==> src/sv/bitsort8_pkg.sv <==
package bitsort8_pkg;

    localparam int WORD_WIDTH = 64;
    localparam int NUM_ELEMS = 8;
    localparam int NUM_STAGES = 6;
    localparam int PAIRS_PER_STAGE = 4;

    // Comparator positions for each layer of the network: the lower index
    // receives the smaller word.
    localparam logic [2:0] PAIR_LO [NUM_STAGES][PAIRS_PER_STAGE] = '{
        '{3'd0, 3'd2, 3'd4, 3'd6},
        '{3'd0, 3'd1, 3'd4, 3'd5},
        '{3'd0, 3'd2, 3'd4, 3'd6},
        '{3'd0, 3'd1, 3'd2, 3'd3},
        '{3'd0, 3'd1, 3'd4, 3'd5},
        '{3'd0, 3'd2, 3'd4, 3'd6}
    };

    localparam logic [2:0] PAIR_HI [NUM_STAGES][PAIRS_PER_STAGE] = '{
        '{3'd1, 3'd3, 3'd5, 3'd7},
        '{3'd3, 3'd2, 3'd7, 3'd6},
        '{3'd1, 3'd3, 3'd5, 3'd7},
        '{3'd7, 3'd6, 3'd5, 3'd4},
        '{3'd2, 3'd3, 3'd6, 3'd7},
        '{3'd1, 3'd3, 3'd5, 3'd7}
    };

endpackage

==> src/sv/bitsort8_stage.sv <==
module bitsort8_stage #(
    parameter int WORD_WIDTH = bitsort8_pkg::WORD_WIDTH,
    parameter int STAGE = 0
) (
    input  logic                                               aclk,
    input  logic                                               aresetn,
    input  logic                                               in_valid,
    output logic                                               in_ready,
    input  logic [bitsort8_pkg::NUM_ELEMS-1:0][WORD_WIDTH-1:0] in_data,
    output logic                                               out_valid,
    input  logic                                               out_ready,
    output logic [bitsort8_pkg::NUM_ELEMS-1:0][WORD_WIDTH-1:0] out_data
);

    logic                                               valid_reg;
    logic [bitsort8_pkg::NUM_ELEMS-1:0][WORD_WIDTH-1:0] data_reg;
    logic [bitsort8_pkg::NUM_ELEMS-1:0][WORD_WIDTH-1:0] data_next;

    assign in_ready = !valid_reg || out_ready;

    always_comb begin
        logic [WORD_WIDTH-1:0] a;
        logic [WORD_WIDTH-1:0] b;
        data_next = in_data;
        for (int p = 0; p < bitsort8_pkg::PAIRS_PER_STAGE; p++) begin
            a = in_data[bitsort8_pkg::PAIR_LO[STAGE][p]];
            b = in_data[bitsort8_pkg::PAIR_HI[STAGE][p]];
            if (b < a) begin
                data_next[bitsort8_pkg::PAIR_LO[STAGE][p]] = b;
                data_next[bitsort8_pkg::PAIR_HI[STAGE][p]] = a;
            end
        end
    end

    always_ff @(posedge aclk) begin
        if (!aresetn) begin
            valid_reg <= 1'b0;
        end else if (in_ready) begin
            valid_reg <= in_valid;
        end
    end

    always_ff @(posedge aclk) begin
        if (in_ready && in_valid) begin
            data_reg <= data_next;
        end
    end

    assign out_valid = valid_reg;
    assign out_data  = data_reg;

endmodule

==> config.mk <==
export PLATFORM = sky130hd
export DESIGN_NAME = bitsort8_stage
export DESIGN_NICKNAME = d
export VERILOG_FILES = /design/src/sv/bitsort8_pkg.sv /design/src/sv/bitsort8_stage.sv
export SDC_FILE = /design/constraint.sdc
export NUM_CORES = 1
export LEC_CHECK = 0
export BUFFER_PORTS_ARGS = -buffer_cell sky130_fd_sc_hd__buf_2
export CORE_AREA = 2 2 404 406
export CTS_CLUSTER_SIZE = 10
export DETAILED_ROUTE_END_ITERATION = 8
export DIE_AREA = 0 0 406 408
export PLACE_DENSITY = 0.36
export SYNTH_ARGS = -nofsm -noshare
export SYNTH_HDL_FRONTEND = slang
export SYNTH_SLANG_ARGS = --single-unit
==> constraint.sdc <==
create_clock -name aclk -period 22.9 [get_ports aclk]
set_input_delay 4.58 -clock aclk [delete_from_list [all_inputs] [get_ports aclk]]
set_output_delay 4.58 -clock aclk [all_outputs]
set_load 0.02 [all_outputs]
==> results.txt <==
CP endpoint kind: output pin
via count: 25900
synthesis-stage register bit count: 513
most used routing layer: met2
I/O Pins: 1030
antenna-violating nets left: 0
multi-input logic area: 0.0144 mm²
Pre-antenna DRT Iters: 5
Worst Tran Pin Value: 1.15 ns
Crit Path Max Fanout: 3
Nets: 4456
synth unique cells: 49
Startpoint Class: input pin
number of synthesized flops with an enable pin: 512
final hold vios: 0
Die H: 408 µm
Syn Std Cell Area: 0.0315 mm²
synth warn: 0
Period minus WS final: 9.57 ns
total die area: 0.166 mm²
WHS: 0.539 ns
CTS root buf: clkbuf_16
TritonCTS Buffers: 75
crit path kind: in2out
net count after synthesis: 3483
crit share post-route: 41.8%
initial core utilization: 19.5%
maximum VDD drop: 48.2 µV
vias per cell: 4.35
max-cap violation count: 0
Post-CTS Setup Bufs: 0
Final setup viols: 0
cell leakage power: 17.5 nW
first-pass GRT wire length: 192000 µm
Finished Cell Area: 0.0412 mm²
# clock sinks: 513
asr flop ratio synth: 0%
total gr overflow: 0
slew margin rel.: 23.0%
Pwr Density: 73.2 mW/mm²
RSZ-0062 raised after global routing: false
Cells after Synth: 2715
IO buf count: 1029
Max Clock Skew: 0.0523 ns
DP Wirelength: 107000 µm
Avg Cell Area, Syn: 11.6 µm²
CTS HTree Levels: 3
clock slew at reported path FFs: 0.06 ns
max-slew violation count: 0
floorplan row count: 148
total track usage: 16.2%
largest net degree at the start of global routing: 177
Die W: 406 µm
sequential share of the synthesized area: 48.9%
met1 usage: 18.1%
Fillers: 17200
WL per Instance: 23.5 µm
layout cells sized above 1: 40.8%
core area: 0.162 mm²
vias in the first global route: 25200
total routed wirelength: 140000 µm
post_cts resized: 0
initial antenna violation count: 77
RD Place Congestion: 0.827
Longest Clk Path Bufs: 3
Hold Crit Class: reg2reg
status: complete, no violations
Max Freq: 104 MHz
Clk Latency, worst-skew pair: 0.69 ns
FF/Latch Area: 0.0154 mm²
DP Area: 0.0388 mm²
met2 Use GR: 29.0%
# DRC: 0
Layout area overhead: 30.7%
M3 GR Usage: 5.06%
Setup TNS: 0 ns
Crit path required time: 18.32 ns
Synth Flop Type: edfxtp_1
hold buffers post-CTS: 0
Critical Path AT: 4.99 ns
Iter 0 DRT Violations: 1534
CTS tree: done
[synth_stat cells (4+ instances only)]
cell	number	area, µm²
nor2_1	166	623
a31oi_1	5	31.3
a311o_1	128	1280
a211oi_1	18	135
a21o_1	24	180
nor3_1	13	65.1
nand3_1	11	55.1
nand2_1	441	1660
nand2b_1	6	37.5
nand4_1	36	225
mux2_4	100	1500
o211ai_1	4	30.0
mux2_2	268	3020
clkbuf_1	93	349
mux2_1	16	180
o221ai_1	129	1130
nor2b_1	8	50.1
inv_1	253	950
o21ai_0	43	215
buf_2	38	190
buf_1	9	33.8
buf_12	11	220
a2111oi_0	7	61.3
ha_1	252	3150
nor4_1	6	37.5
edfxtp_1	512	15400
a21oi_1	81	405
[critical path, cell delays in order]
cell	delay (ns)
buf_2	0.09
nand2b_1	0.15
buf_2	0.17
[stage by stage]
stage	util, %	power (mW)	instances	setup slack (ns)
finish	25.5	3.01	5937	13.33
CTS	25.4	3.09	5916	13.33
global placement	24.0	1.93	5786	13.33
detailed placement	24.0	1.93	5786	13.33
global route	25.5	3.17	5928	13.29
floorplan	-	1.66	2715	5.53
[registers in the layout, indices dropped and copies added (netlist names)]
name	cells
out_data	512
out_valid	1
[cell type report]
| class | count | share of cell area [%] |
|---|---|---|
| sequential | 513 | 37.4 |
| antenna | 21 | 0.128 |
| tap | 2175 | 6.61 |
| clock inverter | 36 | 0.793 |
| timing repair buffer | 1050 | 13.0 |
| multi-input combinational | 1795 | 35.0 |
| inverter | 253 | 2.31 |
| clock buffer | 94 | 4.73 |
[routing by layer]
layer / wire length (µm) / part of all wire [%]
met2: 71100 / 51
met1: 53700 / 38
met5: 408 / 0.29
met3: 10700 / 7.6
met4: 3800 / 2.7
[logic make-up after synthesis]
kind of cell,share of synthesized area [%]
DFF,48.9
and+or+nand+nor,9.05
muxes,14.9
AOI/OAI and AO/OA,11.5
adders and majority gates,10.0
buffers and inverters,5.65
[final timing paths]
kind	start	to	slack (ns)	depth (start not counted)
setup reg to reg	out_valid$_SDFFE_PN0N_	out_data[136]$_DFFE_PP_	19.19	5
setup / recovery	out_ready	in_ready	13.33	3
hold / removal	out_valid$_SDFFE_PN0N_	out_valid$_SDFFE_PN0N_	0.54	2
hold reg to reg	out_valid$_SDFFE_PN0N_	out_valid$_SDFFE_PN0N_	0.54	2
[report_power, final]
part	switching, mW	internal [mW]	total (mW)
registers	0.0265	1.15	1.18
clock network	0.495	0.620	1.11
logic	0.442	0.277	0.719
[cells in the final DEF (no fill, tap or decap), drive strengths merged, types with 24 or more instances in the layout]
cell type and instances:
a21o 24, a21oi 82, a311o 128, buf 1050
clkbuf 94, clkinv 31, edfxtp 512, ha 252
inv 255, mux2 384, nand2 441, nand4 36
nor2 166, o21ai 46, o221ai 129
No activity file was read; power rests on OpenSTA's default activity.
